$ cat src/hdl/cllt_pkg.sv
// Package for the cursor linked list table: sizes, command and status codes,
// datapath micro-operations, controller states and the control structs.
// No dependencies.
`default_nettype none
package cllt_pkg;

  localparam int ENTRIES    = 16;
  localparam int VALUE_BITS = 32;
  localparam int IW         = $clog2(ENTRIES);

  typedef enum logic [2:0] {
    CMD_INIT       = 3'd0,
    CMD_MAKE_EMPTY = 3'd1,
    CMD_PUSH       = 3'd2,
    CMD_POP        = 3'd3,
    CMD_FIND       = 3'd4,
    CMD_FIND_PREV  = 3'd5,
    CMD_DELETE     = 3'd6
  } cmd_t;

  typedef enum logic [1:0] {
    ST_OK        = 2'd0,
    ST_FULL      = 2'd1,
    ST_EMPTY     = 2'd2,
    ST_NOT_FOUND = 2'd3
  } status_t;

  typedef enum logic [4:0] {
    OP_NONE,
    OP_LOAD,
    OP_CLR_START,
    OP_CLR_STEP,
    OP_RD_FREE,
    OP_TAKE,
    OP_UNLINK,
    OP_ME_SET,
    OP_PU_FILL,
    OP_PU_LINK,
    OP_PO_START,
    OP_PO_CUT,
    OP_FR_RD0,
    OP_FR_LINK,
    OP_FR_HEAD,
    OP_SK_START,
    OP_SK_Q,
    OP_SK_STEP,
    OP_SK_HIT,
    OP_DL_CUT,
    OP_FINISH
  } dp_op_t;

  typedef enum logic [4:0] {
    S_RCLR,
    S_ICLR,
    S_IDLE,
    S_DISPATCH,
    S_TAKE,
    S_UNLINK,
    S_MESET,
    S_PFILL,
    S_PLINK,
    S_PCUT,
    S_FRD0,
    S_FLINK,
    S_FHEAD,
    S_SQ,
    S_SCMP,
    S_DCUT,
    S_FINISH
  } ctrl_state_t;

  typedef struct packed {
    dp_op_t  op;
    logic    st_we;
    status_t status;
  } ctrl_cmd_t;

  typedef struct packed {
    cmd_t cmd;
    logic hdr_zero;
    logic hsucc_zero;
    logic pos_bad;
    logic rd_zero;
    logic match;
    logic steps_last;
    logic clr_last;
    logic out_free;
  } dp_flags_t;

endpackage
`default_nettype wire

$ cat src/hdl/cllt_ram.sv
// Generic single-port-write, single-port-read RAM with registered read.
// No dependencies.
`default_nettype none
module cllt_ram #(
  parameter int WIDTH = 8,
  parameter int DEPTH = 16
) (
  input  wire logic                     clk,
  input  wire logic                     we,
  input  wire logic [$clog2(DEPTH)-1:0] wa,
  input  wire logic [WIDTH-1:0]         wd,
  input  wire logic [$clog2(DEPTH)-1:0] ra,
  output logic      [WIDTH-1:0]         rd
);

  logic [WIDTH-1:0] mem [DEPTH];

  always_ff @(posedge clk) begin
    if (we) mem[wa] <= wd;
    rd <= mem[ra];
  end

endmodule
`default_nettype wire

$ cat src/hdl/cllt_ctrl.sv
// Controller of the cursor linked list table: sequences datapath
// micro-operations per request. Depends on cllt_pkg.
`default_nettype none
module cllt_ctrl (
  input  wire logic                 clk,
  input  wire logic                 rst,
  input  wire logic                 s_tvalid,
  output logic                      s_tready,
  input  wire cllt_pkg::dp_flags_t  flags,
  output cllt_pkg::ctrl_cmd_t       cmd
);

  cllt_pkg::ctrl_state_t state, state_next;

  always_ff @(posedge clk) begin
    if (rst) state <= cllt_pkg::S_RCLR;
    else     state <= state_next;
  end

  always_comb begin
    state_next = state;
    cmd.op     = cllt_pkg::OP_NONE;
    cmd.st_we  = 1'b0;
    cmd.status = cllt_pkg::ST_OK;
    s_tready   = 1'b0;
    unique case (state)
      cllt_pkg::S_RCLR, cllt_pkg::S_ICLR: begin
        cmd.op = cllt_pkg::OP_CLR_STEP;
        if (flags.clr_last)
          state_next = (state == cllt_pkg::S_RCLR) ? cllt_pkg::S_IDLE : cllt_pkg::S_FINISH;
      end
      cllt_pkg::S_IDLE: begin
        s_tready = 1'b1;
        if (s_tvalid) begin
          cmd.op     = cllt_pkg::OP_LOAD;
          state_next = cllt_pkg::S_DISPATCH;
        end
      end
      cllt_pkg::S_DISPATCH: begin
        state_next = cllt_pkg::S_FINISH;
        unique case (flags.cmd) inside
          cllt_pkg::CMD_INIT: begin
            cmd.op     = cllt_pkg::OP_CLR_START;
            state_next = cllt_pkg::S_ICLR;
          end
          cllt_pkg::CMD_MAKE_EMPTY: begin
            cmd.op     = cllt_pkg::OP_RD_FREE;
            state_next = cllt_pkg::S_TAKE;
          end
          cllt_pkg::CMD_PUSH: begin
            if (flags.hdr_zero) begin
              cmd.st_we  = 1'b1;
              cmd.status = cllt_pkg::ST_EMPTY;
            end else if (flags.pos_bad) begin
              cmd.st_we  = 1'b1;
              cmd.status = cllt_pkg::ST_NOT_FOUND;
            end else begin
              cmd.op     = cllt_pkg::OP_RD_FREE;
              state_next = cllt_pkg::S_TAKE;
            end
          end
          cllt_pkg::CMD_POP: begin
            if (flags.hdr_zero || flags.hsucc_zero) begin
              cmd.st_we  = 1'b1;
              cmd.status = cllt_pkg::ST_EMPTY;
            end else begin
              cmd.op     = cllt_pkg::OP_PO_START;
              state_next = cllt_pkg::S_PCUT;
            end
          end
          cllt_pkg::CMD_FIND, cllt_pkg::CMD_FIND_PREV, cllt_pkg::CMD_DELETE: begin
            if (flags.hdr_zero || flags.hsucc_zero) begin
              cmd.st_we  = 1'b1;
              cmd.status = cllt_pkg::ST_EMPTY;
            end else begin
              cmd.op     = cllt_pkg::OP_SK_START;
              state_next = cllt_pkg::S_SQ;
            end
          end
          default: state_next = cllt_pkg::S_FINISH;
        endcase
      end
      cllt_pkg::S_TAKE: begin
        if (flags.rd_zero) begin
          cmd.st_we  = 1'b1;
          cmd.status = cllt_pkg::ST_FULL;
          state_next = cllt_pkg::S_FINISH;
        end else begin
          cmd.op     = cllt_pkg::OP_TAKE;
          state_next = cllt_pkg::S_UNLINK;
        end
      end
      cllt_pkg::S_UNLINK: begin
        cmd.op     = cllt_pkg::OP_UNLINK;
        state_next = (flags.cmd == cllt_pkg::CMD_MAKE_EMPTY) ? cllt_pkg::S_MESET
                                                             : cllt_pkg::S_PFILL;
      end
      cllt_pkg::S_MESET: begin
        cmd.op     = cllt_pkg::OP_ME_SET;
        state_next = cllt_pkg::S_FINISH;
      end
      cllt_pkg::S_PFILL: begin
        cmd.op     = cllt_pkg::OP_PU_FILL;
        state_next = cllt_pkg::S_PLINK;
      end
      cllt_pkg::S_PLINK: begin
        cmd.op     = cllt_pkg::OP_PU_LINK;
        state_next = cllt_pkg::S_FINISH;
      end
      cllt_pkg::S_PCUT: begin
        cmd.op     = cllt_pkg::OP_PO_CUT;
        state_next = cllt_pkg::S_FRD0;
      end
      cllt_pkg::S_FRD0: begin
        cmd.op     = cllt_pkg::OP_FR_RD0;
        state_next = cllt_pkg::S_FLINK;
      end
      cllt_pkg::S_FLINK: begin
        cmd.op     = cllt_pkg::OP_FR_LINK;
        state_next = cllt_pkg::S_FHEAD;
      end
      cllt_pkg::S_FHEAD: begin
        cmd.op     = cllt_pkg::OP_FR_HEAD;
        state_next = cllt_pkg::S_FINISH;
      end
      cllt_pkg::S_SQ: begin
        if (flags.rd_zero) begin
          cmd.st_we  = 1'b1;
          cmd.status = cllt_pkg::ST_NOT_FOUND;
          state_next = cllt_pkg::S_FINISH;
        end else begin
          cmd.op     = cllt_pkg::OP_SK_Q;
          state_next = cllt_pkg::S_SCMP;
        end
      end
      cllt_pkg::S_SCMP: begin
        if (flags.match) begin
          cmd.op     = cllt_pkg::OP_SK_HIT;
          state_next = (flags.cmd == cllt_pkg::CMD_DELETE) ? cllt_pkg::S_DCUT
                                                           : cllt_pkg::S_FINISH;
        end else if (flags.steps_last || flags.rd_zero) begin
          cmd.st_we  = 1'b1;
          cmd.status = cllt_pkg::ST_NOT_FOUND;
          state_next = cllt_pkg::S_FINISH;
        end else begin
          cmd.op = cllt_pkg::OP_SK_STEP;
        end
      end
      cllt_pkg::S_DCUT: begin
        cmd.op     = cllt_pkg::OP_DL_CUT;
        state_next = cllt_pkg::S_FRD0;
      end
      cllt_pkg::S_FINISH: begin
        if (flags.out_free) begin
          cmd.op     = cllt_pkg::OP_FINISH;
          state_next = cllt_pkg::S_IDLE;
        end
      end
      default: state_next = cllt_pkg::S_IDLE;
    endcase
  end

`ifndef NO_ASSERTIONS
  a_accept_dispatch: assert property (@(posedge clk) disable iff (rst)
    (state == cllt_pkg::S_IDLE && s_tvalid) |=> state == cllt_pkg::S_DISPATCH)
    else $error("accepted request not dispatched");
`endif

endmodule
`default_nettype wire

$ cat src/hdl/cllt_dpath.sv
// Datapath of the cursor linked list table: link and element RAMs, list
// registers, search cursor and the output register. Depends on cllt_pkg, cllt_ram.
`default_nettype none
module cllt_dpath (
  input  wire logic                clk,
  input  wire logic                rst,
  input  wire logic [39:0]         s_tdata,
  input  wire logic                m_tready,
  output logic                     m_tvalid,
  output logic [47:0]              m_tdata,
  input  wire cllt_pkg::ctrl_cmd_t cmd,
  output cllt_pkg::dp_flags_t      flags
);

  localparam int IW = cllt_pkg::IW;
  localparam int VB = cllt_pkg::VALUE_BITS;
  localparam logic [IW-1:0] LAST = IW'(cllt_pkg::ENTRIES - 1);

  cllt_pkg::cmd_t      cmd_r;
  cllt_pkg::status_t   st;
  logic [VB-1:0]       key, rval;
  logic [3:0]          pos;
  logic [IW-1:0]       pos_idx;
  logic [IW-1:0]       hdr, rear, cnt, hsucc, p, q, f, after, steps, idx, rpos;
  logic                out_valid, out_free;
  logic [47:0]         out_data;

  logic          nl_we, pl_we, el_we;
  logic [IW-1:0] nl_wa, nl_wd, nl_ra, nl_rd;
  logic [IW-1:0] pl_wa, pl_wd, pl_ra, pl_rd;
  logic [IW-1:0] el_wa, el_ra;
  logic [VB-1:0] el_wd, el_rd;

  assign pos_idx  = IW'(pos);
  assign out_free = !out_valid || m_tready;

  always_comb begin
    nl_we = 1'b0; nl_wa = '0; nl_wd = '0; nl_ra = '0;
    pl_we = 1'b0; pl_wa = '0; pl_wd = '0; pl_ra = '0;
    el_we = 1'b0; el_wa = '0; el_wd = '0; el_ra = '0;
    unique case (cmd.op)
      cllt_pkg::OP_CLR_STEP: begin
        nl_we = 1'b1; nl_wa = idx; nl_wd = (idx == LAST) ? '0 : idx + IW'(1);
        pl_we = 1'b1; pl_wa = idx; pl_wd = (idx == '0) ? '0 : idx - IW'(1);
      end
      cllt_pkg::OP_RD_FREE: nl_ra = '0;
      cllt_pkg::OP_TAKE:    nl_ra = nl_rd;
      cllt_pkg::OP_UNLINK: begin
        nl_we = 1'b1; nl_wa = '0; nl_wd = nl_rd; nl_ra = pos_idx;
      end
      cllt_pkg::OP_ME_SET: begin
        nl_we = 1'b1; nl_wa = p; nl_wd = '0;
        pl_we = 1'b1; pl_wa = p; pl_wd = '0;
      end
      cllt_pkg::OP_PU_FILL: begin
        el_we = 1'b1; el_wa = p; el_wd = key;
        nl_we = 1'b1; nl_wa = p; nl_wd = nl_rd;
        pl_we = 1'b1; pl_wa = p; pl_wd = pos_idx;
      end
      cllt_pkg::OP_PU_LINK: begin
        nl_we = 1'b1; nl_wa = pos_idx; nl_wd = p;
        pl_we = (after != '0); pl_wa = after; pl_wd = p;
      end
      cllt_pkg::OP_PO_START: begin
        pl_ra = rear; el_ra = rear;
      end
      cllt_pkg::OP_PO_CUT: begin
        nl_we = 1'b1; nl_wa = pl_rd; nl_wd = '0;
      end
      cllt_pkg::OP_FR_RD0: nl_ra = '0;
      cllt_pkg::OP_FR_LINK: begin
        nl_we = 1'b1; nl_wa = f; nl_wd = nl_rd;
        pl_we = 1'b1; pl_wa = f; pl_wd = '0;
      end
      cllt_pkg::OP_FR_HEAD: begin
        nl_we = 1'b1; nl_wa = '0; nl_wd = f;
      end
      cllt_pkg::OP_SK_START: nl_ra = hdr;
      cllt_pkg::OP_SK_Q, cllt_pkg::OP_SK_STEP: begin
        nl_ra = nl_rd; el_ra = nl_rd;
      end
      cllt_pkg::OP_DL_CUT: begin
        nl_we = 1'b1; nl_wa = p; nl_wd = after;
        pl_we = (after != '0); pl_wa = after; pl_wd = p;
      end
      default: ;
    endcase
  end

  cllt_ram #(.WIDTH(IW), .DEPTH(cllt_pkg::ENTRIES)) u_next (
    .clk(clk), .we(nl_we), .wa(nl_wa), .wd(nl_wd), .ra(nl_ra), .rd(nl_rd)
  );
  cllt_ram #(.WIDTH(IW), .DEPTH(cllt_pkg::ENTRIES)) u_prev (
    .clk(clk), .we(pl_we), .wa(pl_wa), .wd(pl_wd), .ra(pl_ra), .rd(pl_rd)
  );
  cllt_ram #(.WIDTH(VB), .DEPTH(cllt_pkg::ENTRIES)) u_elem (
    .clk(clk), .we(el_we), .wa(el_wa), .wd(el_wd), .ra(el_ra), .rd(el_rd)
  );

  // list state and output register
  always_ff @(posedge clk) begin
    if (rst) begin
      hdr       <= '0;
      rear      <= '0;
      cnt       <= '0;
      hsucc     <= '0;
      idx       <= '0;
      out_valid <= 1'b0;
    end else begin
      // mirror of the header's next link, tracked on every link write to the header entry
      if (nl_we && nl_wa == hdr) hsucc <= nl_wd;
      if (cmd.st_we) st <= cmd.status;
      if (m_tready && cmd.op != cllt_pkg::OP_FINISH) out_valid <= 1'b0;
      unique case (cmd.op)
        cllt_pkg::OP_LOAD: begin
          cmd_r <= cllt_pkg::cmd_t'(s_tdata[2:0]);
          key   <= VB'(s_tdata[34:3]);
          pos   <= s_tdata[38:35];
          st    <= cllt_pkg::ST_OK;
          rpos  <= '0;
          rval  <= '0;
        end
        cllt_pkg::OP_CLR_START: begin
          hdr <= '0; rear <= '0; cnt <= '0; idx <= '0;
        end
        cllt_pkg::OP_CLR_STEP: idx <= idx + IW'(1);
        cllt_pkg::OP_TAKE:     p <= nl_rd;
        cllt_pkg::OP_ME_SET: begin
          hdr <= p; rear <= p; cnt <= '0; rpos <= p; hsucc <= '0;
        end
        cllt_pkg::OP_PU_FILL: after <= nl_rd;
        cllt_pkg::OP_PU_LINK: begin
          if (after == '0) rear <= p;
          cnt  <= cnt + IW'(1);
          rpos <= p;
        end
        cllt_pkg::OP_PO_START: f <= rear;
        cllt_pkg::OP_PO_CUT: begin
          rear <= pl_rd;
          rval <= el_rd;
        end
        cllt_pkg::OP_FR_HEAD:  if (cnt != '0) cnt <= cnt - IW'(1);
        cllt_pkg::OP_SK_START: begin
          p <= hdr; steps <= '0;
        end
        cllt_pkg::OP_SK_Q:     q <= nl_rd;
        cllt_pkg::OP_SK_STEP: begin
          p <= q; q <= nl_rd; steps <= steps + IW'(1);
        end
        cllt_pkg::OP_SK_HIT: begin
          after <= nl_rd;
          f     <= q;
          rpos  <= (cmd_r == cllt_pkg::CMD_FIND_PREV) ? p : q;
        end
        cllt_pkg::OP_DL_CUT:   if (after == '0) rear <= p;
        cllt_pkg::OP_FINISH: begin
          out_valid <= 1'b1;
          out_data  <= {5'd0, (hdr == '0 || hsucc == '0), 4'(cnt), 32'(rval),
                        4'(rpos), st};
        end
        default: ;
      endcase
    end
  end

  assign m_tvalid = out_valid;
  assign m_tdata  = out_data;

  assign flags.cmd        = cmd_r;
  assign flags.hdr_zero   = (hdr == '0);
  assign flags.hsucc_zero = (hsucc == '0);
  assign flags.pos_bad    = (pos == 4'd0) || (32'(pos) >= cllt_pkg::ENTRIES);
  assign flags.rd_zero    = (nl_rd == '0);
  assign flags.match      = (el_rd == key);
  assign flags.steps_last = (steps == LAST);
  assign flags.clr_last   = (idx == LAST);
  assign flags.out_free   = out_free;

`ifndef NO_ASSERTIONS
  a_header_fresh: assert property (@(posedge clk) disable iff (rst)
    cmd.op == cllt_pkg::OP_ME_SET |=> (hdr != '0 && hsucc == '0))
    else $error("new header not empty");
  a_finish_room: assert property (@(posedge clk) disable iff (rst)
    cmd.op == cllt_pkg::OP_FINISH |-> out_free)
    else $error("result overwrites a pending one");
  a_free_head_write: assert property (@(posedge clk) disable iff (rst)
    (nl_we && nl_wa == '0) |-> (cmd.op == cllt_pkg::OP_UNLINK ||
      cmd.op == cllt_pkg::OP_FR_HEAD || cmd.op == cllt_pkg::OP_PO_CUT ||
      cmd.op == cllt_pkg::OP_CLR_STEP))
    else $error("free list head written by wrong step");
`endif

endmodule
`default_nettype wire

$ cat src/hdl/cursor_linked_list_table.sv
// Cursor linked list table: one request at a time, the next taken once the result is registered.
// find/find_previous and delete search by walking one link per cycle through
// the next-link RAM.
// After reset a pass rebuilds the link RAMs; no request is taken during it.
// Depends on cllt_pkg, cllt_ctrl, cllt_dpath, cllt_ram.
`default_nettype none
module cursor_linked_list_table (
  input  wire logic        clk,
  input  wire logic        rst,
  input  wire logic        s_tvalid,
  output logic             s_tready,
  input  wire logic [39:0] s_tdata,  // command[2:0], value[34:3], position[38:35]
  output logic             m_tvalid,
  input  wire logic        m_tready,
  output logic [47:0]      m_tdata   // status[1:0], result_position[5:2],
                                     // result_value[37:6], count[41:38],
                                     // list_empty[42]
);

  cllt_pkg::ctrl_cmd_t cmd;
  cllt_pkg::dp_flags_t flags;

  cllt_ctrl u_ctrl (
    .clk(clk), .rst(rst), .s_tvalid(s_tvalid), .s_tready(s_tready),
    .flags(flags), .cmd(cmd)
  );

  cllt_dpath u_dpath (
    .clk(clk), .rst(rst), .s_tdata(s_tdata), .m_tready(m_tready),
    .m_tvalid(m_tvalid), .m_tdata(m_tdata), .cmd(cmd), .flags(flags)
  );

endmodule
`default_nettype wire
$ cat config.mk
export PLATFORM = sky130hd
export DESIGN_NAME = cursor_linked_list_table
export DESIGN_NICKNAME = d
export VERILOG_FILES = /design/src/hdl/cllt_pkg.sv /design/src/hdl/cllt_ram.sv /design/src/hdl/cllt_ctrl.sv /design/src/hdl/cllt_dpath.sv /design/src/hdl/cursor_linked_list_table.sv
export SDC_FILE = /design/constraint.sdc
export NUM_CORES = 1
export LEC_CHECK = 0
export BUFFER_PORTS_ARGS = -buffer_cell sky130_fd_sc_hd__buf_2
export CAP_MARGIN = 20
export CORE_AREA = 4 4 260 262
export CTS_BUF_LIST = sky130_fd_sc_hd__clkbuf_16
export DETAILED_ROUTE_END_ITERATION = 10
export DIE_AREA = 0 0 264 266
export MAX_ROUTING_LAYER = met4
export PLACE_DENSITY_LB_ADDON = 0.05
export SETUP_SLACK_MARGIN = 0.5
export SYNTH_ARGS = -nofsm -noshare
export SYNTH_HDL_FRONTEND = slang
export SYNTH_SLANG_ARGS = --single-unit
$ cat constraint.sdc
create_clock -name clk -period 6.15 [get_ports clk]
set_input_delay 0.3075 -clock clk [delete_from_list [all_inputs] [get_ports clk]]
set_output_delay 0.3075 -clock clk [all_outputs]
set_load 0.05 [all_outputs]
==> results.rst <==
.. list-table::
   :header-rows: 1

   * - Metric
     - Value
   * - Num rows
     - 94
   * - Transition at the pin with the smallest max-transition slack
     - 1.12 ns
   * - CTS tree
     - built
   * - Endpoint of the worst hold-timing path
     - u_dpath.m_tvalid
   * - Part of the cycle the worst path needs
     - 79.9%
   * - HP Class
     - input pin to flop
   * - Endpoint required time on the critical path
     - 6.64 ns
   * - Hold violation count in the final report
     - 0
   * - Worst Setup Path Type
     - flop to flop
   * - Starting density of the core
     - 52.7%
   * - Total vias in the final route
     - 22300
   * - Worst reg2reg path startpoint
     - u_dpath.key[11]
   * - Worst vdd rail ir drop
     - 0.227 mV
   * - Number of antenna violations at the first check in global routing
     - 0
   * - Status
     - completed
   * - Most repeated cell in the gate-level netlist after synthesis
     - sky130_fd_sc_hd__edfxtp_1
   * - Remaining DRCs
     - 0
   * - Synth-to-layout area growth
     - 13.6%
   * - Biggest fanout along the worst timing path
     - 36
   * - Number of buffers added for setup after CTS
     - 0
   * - Number of library cell types mapped by synthesis
     - 86
   * - IO Pins
     - 94
   * - Number of gates resized after cts
     - 0
   * - Via density per instance
     - 6.33
   * - Number of hold buffers added after CTS
     - 39
   * - Post-Synthesis Cell Area
     - 0.0344 mm^2
   * - Setup slack at placement
     - 1.28 ns
   * - Dpl hpwl
     - 54700 um
   * - Static leakage
     - 0.0130 uW
   * - Endpoint kind of the worst setup timing path
     - flop
   * - Number of flip-flops and latches in the synthesized netlist
     - 846
   * - First-pass DRT Iterations
     - 6
   * - CTS root buf
     - sky130_fd_sc_hd__clkbuf_16
   * - Main synth FF type
     - sky130_fd_sc_hd__edfxtp_1
   * - Area share of the largest cell type after synthesis
     - 68.0%
   * - Worst EP arrival
     - 5.40 ns
   * - Cell count after placement
     - 3318
   * - Final number of setup-violating endpoints
     - 0
   * - Final Worst Setup Slack
     - 1.24 ns
   * - Post-layout minimum cycle time
     - 4.91 ns
   * - Relative max-transition margin
     - 24.8%
   * - Worst setup skew after layout
     - 0.0258 ns
   * - Total length of routed wires
     - 96500 um
   * - Maximum number of pins on one net before global-route repair
     - 143
   * - Fillcell total
     - 5154
   * - Number of standard cells after synthesis
     - 2481
   * - Depth of the worst register-to-register path
     - 10
   * - Antenna cell count
     - 0
   * - Slack of the worst reg-to-reg path
     - 1.24 ns
   * - Setup repair after global routing missed its margin
     - no
   * - PwrDens
     - 295 mW/mm^2
   * - Global placer's final weighted congestion
     - 0.924
   * - Clock latency reported for the late side of the worst-skew pair
     - 0.64 ns
   * - Worst Min Path Start
     - m_tready
   * - Number of levels the H-tree was split into
     - 3
   * - Quantity of I/O buffers inserted on ports
     - 87
   * - Fraction of final layout cells with drive strength greater than 1
     - 12.6%
   * - Chip Width
     - 264 um
   * - Routed wirelength normalized by instance count
     - 27.5 um
   * - Overall Global Routing Usage
     - 27.8%
   * - Count of max-cap constraint violations
     - 0
   * - Die outline height
     - 266 um
   * - Number of sinks driven by the clock tree
     - 846
   * - Cell taking the most area after synthesis
     - sky130_fd_sc_hd__edfxtp_1
   * - Reg-to-Reg End
     - u_dpath.u_elem.rd[2]
   * - Area of the core region
     - 0.0654 mm^2
   * - Total congestion overflow after global routing
     - 0
   * - Warnings, synthesis
     - 0
   * - Number of DRC markers in iteration 0
     - 2793
   * - Final slew viol count
     - 0
   * - Final instance count without filler cells
     - 3516
   * - Post-synth ARST share
     - 0%
   * - Detail Route Antenna Nets
     - 0
   * - Hold-critical path depth
     - 3
   * - Count of flip-flops with a built-in enable after synthesis
     - 780
   * - Vias in the first global route
     - 21400
   * - Clk pin slew, worst setup/hold paths
     - 0.06 ns
   * - Type of origin of the critical path
     - flop
   * - Mean Syn Cell Area
     - 13.9 um^2
   * - TritonCTS buffer count
     - 86
   * - Sequential share of the synthesized area
     - 71.9%
   * - Most frequent cells after synthesis
     - sky130_fd_sc_hd__edfxtp_1, sky130_fd_sc_hd__nand2_1, sky130_fd_sc_hd__nand3_1
   * - Clock Tree Buf Depth
     - 3
   * - Largest cells by area after synthesis
     - sky130_fd_sc_hd__edfxtp_1, sky130_fd_sc_hd__dfxtp_1, sky130_fd_sc_hd__a211oi_1
   * - Global-route wire length before repair
     - 142000 um
   * - Final core utilization
     - 59.8%
   * - Fmax
     - 204 MHz
   * - Die footprint
     - 0.0702 mm^2
   * - Final-stage net count
     - 2631
   * - Final TNS setup
     - 0 ns
==> critical path, cell delays in order (launching register included) <==
cell and delay (ns):
sky130_fd_sc_hd__edfxtp_1 0.39, sky130_fd_sc_hd__xor2_1 0.23, sky130_fd_sc_hd__nor4_1 0.93, sky130_fd_sc_hd__nand4_1 0.52
sky130_fd_sc_hd__o21ba_2 0.47, sky130_fd_sc_hd__o21ai_1 0.66, sky130_fd_sc_hd__o21a_4 0.62, sky130_fd_sc_hd__buf_12 0.30
sky130_fd_sc_hd__nand3_1 0.12, sky130_fd_sc_hd__a22oi_1 0.32, sky130_fd_sc_hd__o311ai_1 0.15
==> registers in the layout, summed over array words and instances, names as in the netlist, 5 cells and up <==
name                cells
u_ctrl.state            5
u_dpath.key            32
u_dpath.m_tdata        43
u_dpath.rval           32
u_dpath.u_elem.mem    512
u_dpath.u_elem.rd      32
u_dpath.u_next.mem     64
u_dpath.u_prev.mem     64
==> per-stage QoR <==
step / hold slack [ns] / total power, uW / instance area (um^2)
floorplan: 0.400 / 6510 / 34400
global placement: 0.402 / 6580 / 36000
detailed placement: 0.405 / 6580 / 36000
CTS: 0.0491 / 11600 / 39100
global route: 0.0834 / 11900 / 39100
finish: 0.0890 / 11500 / 39100
==> layer usage <==
metal	global-route usage [%]	vias to the layer above	routed length [um]
met4	9.59	0	3270
li1	-	9844	-
met5	-	-	0
met1	37.7	11300	40100
met3	4.76	176	7460
met2	43.2	983	45700
==> worst max path at each step <==
stage                     depth (start not counted)  slack [ns]                     to                  start
final                                            10        1.24   u_dpath.u_elem.rd[2]        u_dpath.key[11]
after CTS                                        10        1.25   u_dpath.u_elem.rd[2]        u_dpath.key[20]
after detailed placement                         10        1.28   u_dpath.u_elem.rd[2]        u_dpath.key[20]
after global placement                           10        1.33  u_dpath.u_elem.rd[27]  u_dpath.u_elem.rd[11]
after floorplan                                   8        0.78     u_dpath.m_tdata[0]        u_ctrl.state[4]
after global routing                             10        1.07  u_dpath.u_elem.rd[15]        u_dpath.key[11]
==> where the power goes <==
group	switching [uW]	leakage [uW]	internal [uW]
clock network	2180	0.00146	2870
registers	31.6	0.00646	6260
logic	116	0.00509	71.5
total	2330	0.0130	9210
==> layout by cell type, fill, tap and decap left out, types with 34 or more instances in the layout <==
master                          count
sky130_fd_sc_hd__a211oi_1         108
sky130_fd_sc_hd__a21oi_1          131
sky130_fd_sc_hd__a22oi_1           38
sky130_fd_sc_hd__a31oi_1           56
sky130_fd_sc_hd__and2_1            73
sky130_fd_sc_hd__and3_1            89
sky130_fd_sc_hd__buf_2             87
sky130_fd_sc_hd__buf_4             53
sky130_fd_sc_hd__clkbuf_16         87
sky130_fd_sc_hd__dfxtp_1           66
sky130_fd_sc_hd__dlygate4sd3_1     39
sky130_fd_sc_hd__edfxtp_1         780
sky130_fd_sc_hd__inv_1             45
sky130_fd_sc_hd__nand2_1          180
sky130_fd_sc_hd__nand3_1          148
sky130_fd_sc_hd__nor2_1            90
sky130_fd_sc_hd__nor3_1            37
sky130_fd_sc_hd__o21ai_0          117
sky130_fd_sc_hd__xor2_1            34
==> final cells by class <==
class                      instances  area (um^2)  area share, %
clock buffer                      87         2180           5.56
clock inverter                    72          549           1.40
inverter                          15         56.3          0.144
multi-input combinational       1442         9090           23.2
sequential                       846        24700           63.2
tap                              864         1080           2.76
timing repair buffer             190         1440           3.67
==> kinds of logic after synthesis <==
family	Yosys count	synth area share, %
AO/OA/AOI/OAI	622	12.2
buffers and inverters	197	2.49
multiplexers	33	1.30
adder cells (fa/ha/maj)	6	0.240
other	1	0.0109
flip-flops	846	71.9
XOR/XNOR	42	1.07
AND/OR/NAND/NOR	734	10.8
No activity file was read; power rests on OpenSTA's default activity.
